`config.mk`:
```
export PLATFORM = sky130hd
export DESIGN_NAME = message_ring_queue_core
export DESIGN_NICKNAME = d
export VERILOG_FILES = /design/src/hdl/mrq_pkg.sv /design/src/hdl/mrq_ram.sv /design/src/hdl/message_ring_queue_core.sv
export SDC_FILE = /design/constraint.sdc
export NUM_CORES = 1
export LEC_CHECK = 0
export ABC_AREA = 1
export BUFFER_PORTS_ARGS = -buffer_cell sky130_fd_sc_hd__buf_2
export CAP_MARGIN = 10
export CORE_AREA = 2 2 259 261
export CTS_CLUSTER_DIAMETER = 60
export DETAILED_ROUTE_END_ITERATION = 10
export DIE_AREA = 0 0 261 263
export PLACE_DENSITY = 0.57
export SETUP_SLACK_MARGIN = 0.15
export SYNTH_ARGS = -nofsm -noshare
export SYNTH_HDL_FRONTEND = slang
export SYNTH_HIERARCHICAL = 1
export SYNTH_SLANG_ARGS = --single-unit
```
`constraint.sdc`:
```
create_clock -name clk_i -period 8.8 [get_ports clk_i]
set_input_delay 0 -clock clk_i [delete_from_list [all_inputs] [get_ports clk_i]]
set_output_delay 0 -clock clk_i [all_outputs]
set_load 0.01 [all_outputs]
```
`src/hdl/mrq_pkg.sv`:
```
// shared types and codes for the message ring queue
package mrq_pkg;

  localparam int unsigned DEPTH_DEF    = 16;
  localparam int unsigned MSG_BITS_DEF = 32;

  localparam int unsigned KIND_W  = 3;
  localparam int unsigned DATA_W  = 32;
  localparam int unsigned STAT_W  = 2;
  localparam int unsigned CNT_W   = 5;

  localparam logic [KIND_W-1:0] KIND_BACK      = 3'd0;
  localparam logic [KIND_W-1:0] KIND_FRONT     = 3'd1;
  localparam logic [KIND_W-1:0] KIND_OVERWRITE = 3'd2;
  localparam logic [KIND_W-1:0] KIND_RECEIVE   = 3'd3;
  localparam logic [KIND_W-1:0] KIND_PEEK      = 3'd4;

  localparam logic [STAT_W-1:0] ST_OK    = 2'd0;
  localparam logic [STAT_W-1:0] ST_FULL  = 2'd1;
  localparam logic [STAT_W-1:0] ST_EMPTY = 2'd2;

  typedef struct packed {
    logic [KIND_W-1:0] kind;
    logic [DATA_W-1:0] message_in;
  } in_t;

  typedef struct packed {
    logic [STAT_W-1:0] status;
    logic [DATA_W-1:0] message_out;
    logic [CNT_W-1:0]  fill_level;
  } out_t;

endpackage

```
`src/hdl/mrq_ram.sv`:
```
// generic single write port ram with registered read
module mrq_ram #(
  parameter int unsigned WIDTH = 32,
  parameter int unsigned DEPTH = 16,
  localparam int unsigned AW = (DEPTH > 1) ? $clog2(DEPTH) : 1
) (
  input  logic             clk_i,
  input  logic             we_i,
  input  logic [AW-1:0]    waddr_i,
  input  logic [WIDTH-1:0] wdata_i,
  input  logic             re_i,
  input  logic [AW-1:0]    raddr_i,
  output logic [WIDTH-1:0] rdata_o
);

  logic [WIDTH-1:0] mem_q [DEPTH];
  logic [WIDTH-1:0] rdata_q;

  always_ff @(posedge clk_i) begin
    if (we_i) begin
      mem_q[waddr_i] <= wdata_i;
    end
    // read data holds when no read is issued
    if (re_i) begin
      rdata_q <= mem_q[raddr_i];
    end
  end

  assign rdata_o = rdata_q;

endmodule

```
`src/hdl/message_ring_queue_core.sv`:
```
// message ring queue: circular fifo with front/back send, overwrite, receive and peek
//
// usage:
//   in channel (in_valid_i/in_ready_o, in_i) carries one request: kind and message.
//   out channel (out_valid_o/out_ready_i, out_o) returns one result per request:
//   status, oldest message on receive or peek, and fill level after the request.
//   cfg channel (cfg_valid_i/cfg_ready_o, cfg_data_i) writes the capacity; a write
//   clamps the value to 1..min(DEPTH, 31) and clears pointers and count. write it
//   only while no request is in flight.
// result: valid in the cycle after its request transfer.
// throughput: one request per cycle unless stalled; the pointer and count update
//   and the storage access of one request finish in the cycle of its transfer, and
//   the message read out of the storage ram lands in the result stage next cycle.
// stall: the result stage holds while out_ready_i is low; a new request is taken
//   in the same cycle the waiting result transfers.
// reset: pointers and count clear, capacity returns to min(DEPTH, 16); storage
//   contents are not cleared and are only read after being written.
module message_ring_queue_core #(
  parameter int unsigned DEPTH    = mrq_pkg::DEPTH_DEF,
  parameter int unsigned MSG_BITS = mrq_pkg::MSG_BITS_DEF
) (
  input  logic                          clk_i,
  input  logic                          rst_ni,
  input  logic                          in_valid_i,
  output logic                          in_ready_o,
  input  mrq_pkg::in_t                  in_i,
  output logic                          out_valid_o,
  input  logic                          out_ready_i,
  output mrq_pkg::out_t                 out_o,
  input  logic                          cfg_valid_i,
  output logic                          cfg_ready_o,
  input  logic [mrq_pkg::CNT_W-1:0]     cfg_data_i
);

  localparam int unsigned CW      = mrq_pkg::CNT_W;
  localparam int unsigned CNT_MAX = (1 << CW) - 1;
  localparam int unsigned CAP_MAX = (DEPTH < CNT_MAX) ? DEPTH : CNT_MAX;
  localparam int unsigned CAP_RST = (DEPTH < 16) ? DEPTH : 16;
  localparam int unsigned PW      = (CAP_MAX > 1) ? $clog2(CAP_MAX) : 1;
  localparam int unsigned AW      = (DEPTH > 1) ? $clog2(DEPTH) : 1;

  logic [CW-1:0] cap_q;
  logic [PW-1:0] head_q, head_d;
  logic [PW-1:0] tail_q, tail_d;
  logic [CW-1:0] count_q, count_d;

  logic                        s1_valid_q;
  logic                        s1_rd_q;
  logic [mrq_pkg::STAT_W-1:0]  s1_status_q;
  logic [CW-1:0]               s1_fill_q;

  logic                        accept;
  logic                        full, empty;
  logic                        we, re;
  logic [PW-1:0]               waddr;
  logic [mrq_pkg::STAT_W-1:0]  status;
  logic [MSG_BITS-1:0]         wdata;
  logic [MSG_BITS-1:0]         rdata;
  logic [CW-1:0]               cap_new;

  function automatic logic [PW-1:0] next_ptr(logic [PW-1:0] i, logic [CW-1:0] cap);
    logic [CW-1:0] inc;
    inc = CW'(i) + 1'b1;
    return (inc >= cap) ? '0 : PW'(inc);
  endfunction

  function automatic logic [PW-1:0] prev_ptr(logic [PW-1:0] i, logic [CW-1:0] cap);
    return (i == '0) ? PW'(cap - 1'b1) : i - 1'b1;
  endfunction

  assign accept      = in_valid_i && in_ready_o;
  assign in_ready_o  = !s1_valid_q || out_ready_i;
  assign cfg_ready_o = 1'b1;
  assign full        = count_q >= cap_q;
  assign empty       = count_q == '0;
  assign wdata       = MSG_BITS'(in_i.message_in);

  always_comb begin
    head_d  = head_q;
    tail_d  = tail_q;
    count_d = count_q;
    we      = 1'b0;
    re      = 1'b0;
    waddr   = tail_q;
    status  = mrq_pkg::ST_OK;
    case (in_i.kind) inside
      mrq_pkg::KIND_BACK, mrq_pkg::KIND_FRONT, mrq_pkg::KIND_OVERWRITE: begin
        if (full && in_i.kind != mrq_pkg::KIND_OVERWRITE) begin
          status = mrq_pkg::ST_FULL;
        end else if (empty || in_i.kind == mrq_pkg::KIND_BACK) begin
          we      = 1'b1;
          waddr   = tail_q;
          tail_d  = next_ptr(tail_q, cap_q);
          count_d = count_q + 1'b1;
        end else if (in_i.kind == mrq_pkg::KIND_OVERWRITE) begin
          we    = 1'b1;
          waddr = head_q;
        end else begin
          // send to front: step head back, store there
          we      = 1'b1;
          waddr   = prev_ptr(head_q, cap_q);
          head_d  = prev_ptr(head_q, cap_q);
          count_d = count_q + 1'b1;
        end
      end
      mrq_pkg::KIND_RECEIVE, mrq_pkg::KIND_PEEK: begin
        if (empty) begin
          status = mrq_pkg::ST_EMPTY;
        end else begin
          re = 1'b1;
          if (in_i.kind == mrq_pkg::KIND_RECEIVE) begin
            head_d  = next_ptr(head_q, cap_q);
            count_d = count_q - 1'b1;
          end
        end
      end
      default: ;
    endcase
  end

  // clamp capacity into 1..min(DEPTH, counter range)
  always_comb begin
    cap_new = cfg_data_i;
    if (cap_new == '0) begin
      cap_new = CW'(1);
    end else if (cap_new > CW'(CAP_MAX)) begin
      cap_new = CW'(CAP_MAX);
    end
  end

  always_ff @(posedge clk_i or negedge rst_ni) begin
    if (!rst_ni) begin
      cap_q      <= CW'(CAP_RST);
      head_q     <= '0;
      tail_q     <= '0;
      count_q    <= '0;
      s1_valid_q <= 1'b0;
    end else begin
      if (cfg_valid_i && cfg_ready_o) begin
        cap_q   <= cap_new;
        head_q  <= '0;
        tail_q  <= '0;
        count_q <= '0;
      end else if (accept) begin
        head_q  <= head_d;
        tail_q  <= tail_d;
        count_q <= count_d;
      end
      if (accept) begin
        s1_valid_q <= 1'b1;
      end else if (out_ready_i) begin
        s1_valid_q <= 1'b0;
      end
    end
  end

  always_ff @(posedge clk_i) begin
    if (accept) begin
      s1_rd_q     <= re;
      s1_status_q <= status;
      s1_fill_q   <= count_d;
    end
  end

  mrq_ram #(
    .WIDTH (MSG_BITS),
    .DEPTH (DEPTH)
  ) u_slots (
    .clk_i   (clk_i),
    .we_i    (accept && we),
    .waddr_i (AW'(waddr)),
    .wdata_i (wdata),
    .re_i    (accept && re),
    .raddr_i (AW'(head_q)),
    .rdata_o (rdata)
  );

  assign out_valid_o       = s1_valid_q;
  assign out_o.status      = s1_status_q;
  assign out_o.message_out = s1_rd_q ? mrq_pkg::DATA_W'(rdata) : '0;
  assign out_o.fill_level  = s1_fill_q;

  a_count_le_cap: assert property (@(posedge clk_i) disable iff (!rst_ni)
    count_q <= cap_q)
    else $error("stored count above capacity");

  a_ptrs_in_range: assert property (@(posedge clk_i) disable iff (!rst_ni)
    (CW'(head_q) < cap_q) && (CW'(tail_q) < cap_q))
    else $error("pointer outside capacity");

  a_empty_ptrs_meet: assert property (@(posedge clk_i) disable iff (!rst_ni)
    (count_q == '0) |-> (head_q == tail_q))
    else $error("empty queue with split pointers");

  a_read_is_ok: assert property (@(posedge clk_i) disable iff (!rst_ni)
    (s1_valid_q && s1_rd_q) |-> (s1_status_q == mrq_pkg::ST_OK))
    else $error("message read with failing status");

endmodule
```
==> impl_metrics.csv, run 1 <==
group,metric,value,unit
cells_and_area,drive_gt1_share,8.78,%
timing,max-slew-margin-rel,18.2,%
clock_tree,htreeDepth,3,
routing,drt-wirelength-per-cell,18.0,µm
timing,worstMarginPinSlew,1220,ps
clock_tree,cts_resized,0,
die,placementRows,94,
setup_path,cp_slowest_stage_delay,1050,ps
logic_synthesis,synth-edff-count,552,
die,pin_count,87,
power_and_ir_drop,max-vdd-ir-drop,156,µV
worst_hold_path,min_path_type,"primary input to flip-flop",
timing,finalCritPeriodShare,49.6,%
logic_synthesis,syn_area,0.0255,mm²
die,die_y,263,µm
die,start_util,38.9,%
logic_synthesis,async_flop_share,3.33,%
grt,grt_max_degree,90,
grt,grt_usage,18.7,%
cells_and_area,final_common_cell,"nand2_1",
logic_synthesis,synth_top_family_by_area,"simple AND/OR/NAND/NOR gates",
logic_synthesis,synth_nets,2577,
routing,wl,63900,µm
logic_synthesis,synth-main-ff-cell,"edfxtp_1",
logic_synthesis,ys.warnings.count,6,
cells_and_area,ff_latch_area,0.0171,mm²
setup_path,crit_buf_inv,4,
grt,grt.overflow.total,0,
power_and_ir_drop,p_leak,0.0126,µW
timing,hold_ws,318,ps
placement,io_buffers,85,
placement,dp_hpwl,35200,µm
setup_path,crit_chain,"buf_4 -> clkinv_1 -> nand3_1 -> nand2_1 -> nand2_1 -> inv_1 -> ha_1 -> nand2_1 -> inv_1 -> nand2_1 -> nand2_1 -> o21ai_0 -> nand3_1 -> nor2_4",
clock_tree,cts_setup_buffers,0,
logic_synthesis,synth-adder-area-share,1.03,%
logic_synthesis,post_synth_xor_area_fraction,0.171,%
cells_and_area,multi_input_area,0.00610,mm²
cells_and_area,syn2layout_area_growth,14.3,%
clock_tree,cts.sinks,571,
grt,grt_pass1_wl,98500,µm
logic_synthesis,yosysUniqueCellTypes,37,
logic_synthesis,ys_top_cells_by_area,"edfxtp_1 65%, nand2_1 12%, nand3_1 8.2%, inv_1 6.8%, dfrtp_1 1.8%",
timing,fin_crit,4370,ps
setup_path,arrival,4560,ps
clock_tree,clockRootBuffer,"clkbuf_16",
power_and_ir_drop,finalPower,5960,µW
grt,grt_pass1_vias,17000,
placement,dp.cells,3368,
setup_path,cpLargestDelayFamily,"simple AND/OR/NAND/NOR gates",
routing,viasPerCell,4.84,
timing,fin_setup_tns,0,ps
routing,drt_first_pass_iters,5,
logic_synthesis,syn_area_per_cell,10.2,µm²
cells_and_area,finalNonFillerCells,3543,
logic_synthesis,netlist_instances,2511,
setup_path,cp-start-kind,"flip-flop",
routing,drc_errors,0,
power_and_ir_drop,power.density,204,mW/mm²
cells_and_area,final_cell_mix,"820 x nand2_1, 552 x edfxtp_1, 462 x inv_1",
setup_path,crit_path_max_fanout,35,
outcome,status,"finished clean",
clock_tree,cts-buffers-inserted,66,
logic_synthesis,yosysSeqAreaShare,66.8,%
die,core_area,0.0656,mm²
timing,final-setup-viol-count,0,
routing,ant_nets,0,
logic_synthesis,synth_top_cell_area_share,64.9,%
timing,skew,31.7,ps
clock_tree,clk_path_buf_depth,3,
logic_synthesis,synth_area_leader_cell,"edfxtp_1",
job,max-cap-violations,0,
placement,gp_congestion,0.827,
setup_path,path_class,"flip-flop to flip-flop",
die,die-area,0.0686,mm²
logic_synthesis,synth-simple-area-share,21.5,%
setup_path,cp_common_cell,"nand2_1",
clock_tree,clkTransAtPathRegs,60,ps
timing,slew_viol_final,0,
timing,hold_viol,0,
timing,max_freq,229,MHz
setup_path,cp.required,9000,ps
clock_tree,clk_latency,600,ps
cells_and_area,layout.nets,2693,
clock_tree,hold_buffers,55,
setup_path,critPathCaptureType,"flip-flop",
logic_synthesis,synth_compound_area_share,0.661,%
routing,first_iter_violations,1209,
logic_synthesis,synthMuxAreaShare,0,%
grt,antenna_found_initial,1,
routing,dr_total_vias,17200,
setup_path,slowest_stage,"nor2_4",
cells_and_area,n_fill_cell,6217,
timing,grt_setup_unrepaired,"no",
die,die_w,261,µm
logic_synthesis,synth-seq-cells,571,
clock_tree,cts_tree,"yes",
==> path summary, 6_finish.rpt <==
check / from / endpoint / slack [ps] / depth (start not counted)
max in group asynchronous: rst_ni / head_q[2] / 6930 / 4
worst max-delay path: head_q[3] / u_slots/mem_q[14][8] / 4430 / 14
worst min register to register: tail_q[3] / tail_q[3] / 500 / 2
worst min-delay path: in_i[12] / u_slots/mem_q[10][12] / 320 / 2
min in group asynchronous: rst_ni / cap_q[4] / 440 / 3
worst max register to register: head_q[3] / u_slots/mem_q[14][8] / 4430 / 14
==> report_power, final <==
part / switching [µW] / internal, µW
clock: 1080 / 1500
combinational: 247 / 106
sequential: 14.6 / 3010
total: 1350 / 4610
==> layer usage <==
| layer | track usage, % | up-vias | share of wire, % |
|---|---|---|---|
| met5 | 0 | - | 0 |
| li1 | - | 8323 | - |
| met1 | 25.5 | 8304 | 45 |
| met3 | 2.47 | 70 | 5.2 |
| met2 | 31.2 | 453 | 48 |
| met4 | 5.68 | 0 | 2.0 |
==> worst register-to-register path: cells and delay by family, from the launching register on <==
kind,cells,cell delay [ps]
adder cells (fa/ha/maj),1,190
buffers and inverters,4,1010
AND/OR/NAND/NOR,8,2050
flip-flops,1,330
AO/OA/AOI/OAI,1,380
==> stage by stage <==
stage	setup slack, ps	instance area (µm²)	utilization, %
2_1_floorplan	5000	25500	-
3_3_place_gp	4570	26600	40.5
3_5_place_dp	4510	26600	40.5
4_1_cts	4480	29200	44.5
5_1_grt	4080	29200	44.5
6_report	4430	29200	44.5
==> cells by family after synthesis <==
| family | count (synthesis) |
|---|---|
| and+or+nand+nor | 1301 |
| buffers and inverters | 584 |
| adders and majority gates | 21 |
| other | 1 |
| xor gates and xnor gates | 5 |
| DFF | 571 |
| AOI/OAI and AO/OA | 28 |
==> cells in the mapped netlist (all sizes together), types with 2 or more instances <==
cell	count
nand2	822
edfxtp	552
inv	468
nand3	422
buf	95
nor2	40
ha	21
clkbuf	18
dfrtp	18
o21ai	12
a21oi	10
nand4	10
xor2	5
clkinv	3
nand3b	3
o22ai	3
and2	2
nor3	2
==> area by class of cell <==
class	count	area share, %
tap	864	3.70
timing repair buffer	161	3.88
sequential	571	58.5
antenna	1	0.00857
inverter	471	6.08
multi-input combinational	1356	20.9
clock buffer	85	6.08
clock inverter	34	0.887
==> flip-flops by register name, summed over array words and instances (netlist names) <==
register,count
u_slots/mem_q,512
tail_q,4
s1_status_q,2
s1_rd_q,1
u_slots/rdata_o,32
out_valid_o,1
cap_q,5
s1_fill_q,5
count_q,5
head_q,4
Power figures use the tool's default switching activity.
==> run 2, diff against run 1 <==
PLACE_DENSITY = 0.59   (was 0.57)
clock period = 3.7 ns   (was 8.8 ns; I/O delays follow)
==> run 2 against run 1 <==
Against the previous run: fmax is 33% higher; wire length is 0.33% higher; setup slack worse by 4000 ps; first-iteration DRC count is 26% higher; cell area is 1.8% higher; final cell count is 0.59% higher; non-clock buffer count is 30 higher; count of clock-buffer cells in the layout is 20 lower; largest power group unchanged.
==> impl_metrics.csv, run 2 (synthesis results as in run 1) <==
group,metric,value,unit
placement,postPlaceCellArea,0.0271,mm²
grt,grt_pass1_vias,17000,
power_and_ir_drop,p_int,10900,µW
grt,grt_usage,18.8,%
routing,drt-wirelength-per-cell,18.0,µm
timing,max_freq,306,MHz
die,die-area,0.0686,mm²
timing,hold_viol,0,
power_and_ir_drop,pwr-share-seq,51.1,%
clock_tree,cts.sinks,571,
power_and_ir_drop,p_switching,3170,µW
die,die_w,261,µm
grt,grt_max_degree,179,
die,pin_count,87,
setup_path,crit_path_max_fanout,32,
routing,drc_errors,0,
routing,first_iter_violations,1529,
grt,grt_pass1_wl,99100,µm
die,die_y,263,µm
worst_hold_path,min_path_type,"primary input to flip-flop",
outcome,status,"finished clean",
cells_and_area,final_area,0.0297,mm²
setup_path,timing.rr.end,"u_slots/mem_q[12][30]",
placement,io_buffers,85,
routing,viasPerCell,4.87,
setup_path,r2r-start,"head_q[0]",
job,max-cap-violations,0,
power_and_ir_drop,max-vdd-ir-drop,351,µV
cells_and_area,syn2layout_area_growth,16.3,%
timing,max-slew-margin-rel,27.1,%
setup_path,reg2reg_slack,430,ps
cells_and_area,final_common_cell,"nand2_1",
timing,grt_setup_unrepaired,"yes",
setup_path,critPathCaptureType,"flip-flop",
power_and_ir_drop,power.density,473,mW/mm²
cells_and_area,largest_reg_flops,512,
cells_and_area,drive_gt1_share,9.97,%
timing,slew_viol_final,0,
routing,ant_nets,0,
timing,skew,30.9,ps
routing,drt_first_pass_iters,5,
power_and_ir_drop,p_sw_share,22.6,%
setup_path,endpoint,"u_slots/mem_q[12][30]",
clock_tree,clkTransAtPathRegs,60,ps
die,placementRows,94,
cells_and_area,final_cell_mix,"818 x nand2_1, 552 x edfxtp_1, 462 x inv_1",
setup_path,cp.required,3990,ps
setup_path,r2r_cells,16,
worst_hold_path,worstHoldStart,"in_i[33]",
timing,finalCritPeriodShare,88.4,%
setup_path,cp-start-kind,"flip-flop",
routing,wl,64100,µm
placement,dp_hpwl,37400,µm
clock_tree,htreeDepth,2,
power_and_ir_drop,comb_power_share,6.4,%
clock_tree,cts_tree,"yes",
worst_hold_path,min_path_cells,7,
timing,final-setup-viol-count,0,
grt,antenna_found_initial,1,
placement,gp_congestion,0.863,
cells_and_area,layout.nets,2715,
clock_tree,clk_latency,630,ps
die,core_area,0.0656,mm²
clock_tree,clk_path_buf_depth,3,
grt,grt.overflow.total,0,
power_and_ir_drop,p_leak,0.0128,µW
timing,worstMarginPinSlew,1090,ps
clock_tree,cts-buffers-inserted,58,
timing,fin_crit,3270,ps
cells_and_area,largest-register,"u_slots/mem_q",
setup_path,crit_start,"head_q[0]",
setup_path,path_class,"flip-flop to flip-flop",
setup_path,arrival,3560,ps
timing,fin_setup_tns,0,ps
power_and_ir_drop,p_clk_share,42.5,%
die,start_util,38.9,%
routing,dr_total_vias,17400,
clock_tree,clockRootBuffer,"clkbuf_16",
[run 2: changes by cell type in the layout (fill, tap and decap cells not counted), moves of 2 or more]
cell | before | now
buf_12 | 0 | 27
buf_4 | 21 | 24
bufinv_16 | 2 | 7
clkbuf_1 | 16 | 4
clkbuf_16 | 68 | 59
clkinv_1 | 15 | 18
clkinv_2 | 11 | 15
nand2_1 | 820 | 818
nand2_2 | 2 | 4
o21ai_0 | 10 | 7
o21ai_1 | 2 | 5
[run 2: layer usage]
metal	GRT usage [%]	vias up	part of all wire [%]
met4	5.10	2	2.3
met2	30.5	472	47
met5	0	-	0.017
li1	-	8375	-
met3	2.65	79	5.4
met1	26.3	8439	45
[run 2: worst max-delay path, cell delays in order, from the launching register on]
cell     delay, ps
dfrtp_4        500
inv_1          110
ha_1           180
inv_1           40
nor2_1         230
nand3_1        140
nand2_1        110
inv_1           50
ha_1           180
nand2_1         80
inv_1           50
nand2_1         60
nand2_1         70
o21ai_0        360
nand3_2        300
nor2_4         190
buf_12         270
[run 2: how the worst min path moves through the flow]
stage	to	slack, ps
4_1_cts	head_q[0]	4
6_report	head_q[0]	40
5_1_grt	head_q[0]	80
3_5_place_dp	count_q[0]	-6
3_3_place_gp	count_q[1]	-3
2_1_floorplan	cap_q[0]	-300
[run 2: per-stage QoR]
stage	setup WS [ps]	power [µW]	hold WS (ps)	utilization, %	std cells
6_report	429	14100	38.5	45.3	3564
5_1_grt	144	14500	75.5	45.3	3563
4_1_cts	226	14200	3.86	45.1	3557
3_5_place_dp	238	8170	-6.50	41.3	3393
3_3_place_gp	261	8150	-2.63	41.3	3392
2_1_floorplan	-104	7820	-296	-	2511
[run 2: timing repair]
action,in CTS,in global routing
hold buffers,54,0
resized for setup,0,6
endpoints found under the hold margin,561,0
setup buffers,0,6
endpoints found under the setup margin,0,368
[run 2: area by class of cell]
cell class,count,area [µm²]
multi-input cells,1356,6110
clock buffers,65,1520
repair buffers,191,1710
fillers,6094,35900
clock inverters,45,433
diodes,1,2.50
flip-flops and latches,571,17100
inverters,471,1780
well taps,864,1080
[run 2: power groups by stage]
stage          Combinational, µW  Sequential (µW)  Clock (µW)
2_1_floorplan                507             7310           0
3_3_place_gp                 834             7320           0
3_5_place_dp                 848             7320           0
4_1_cts                      901             7180        6110
5_1_grt                     1010             7180        6350
6_report                     900             7180        5980
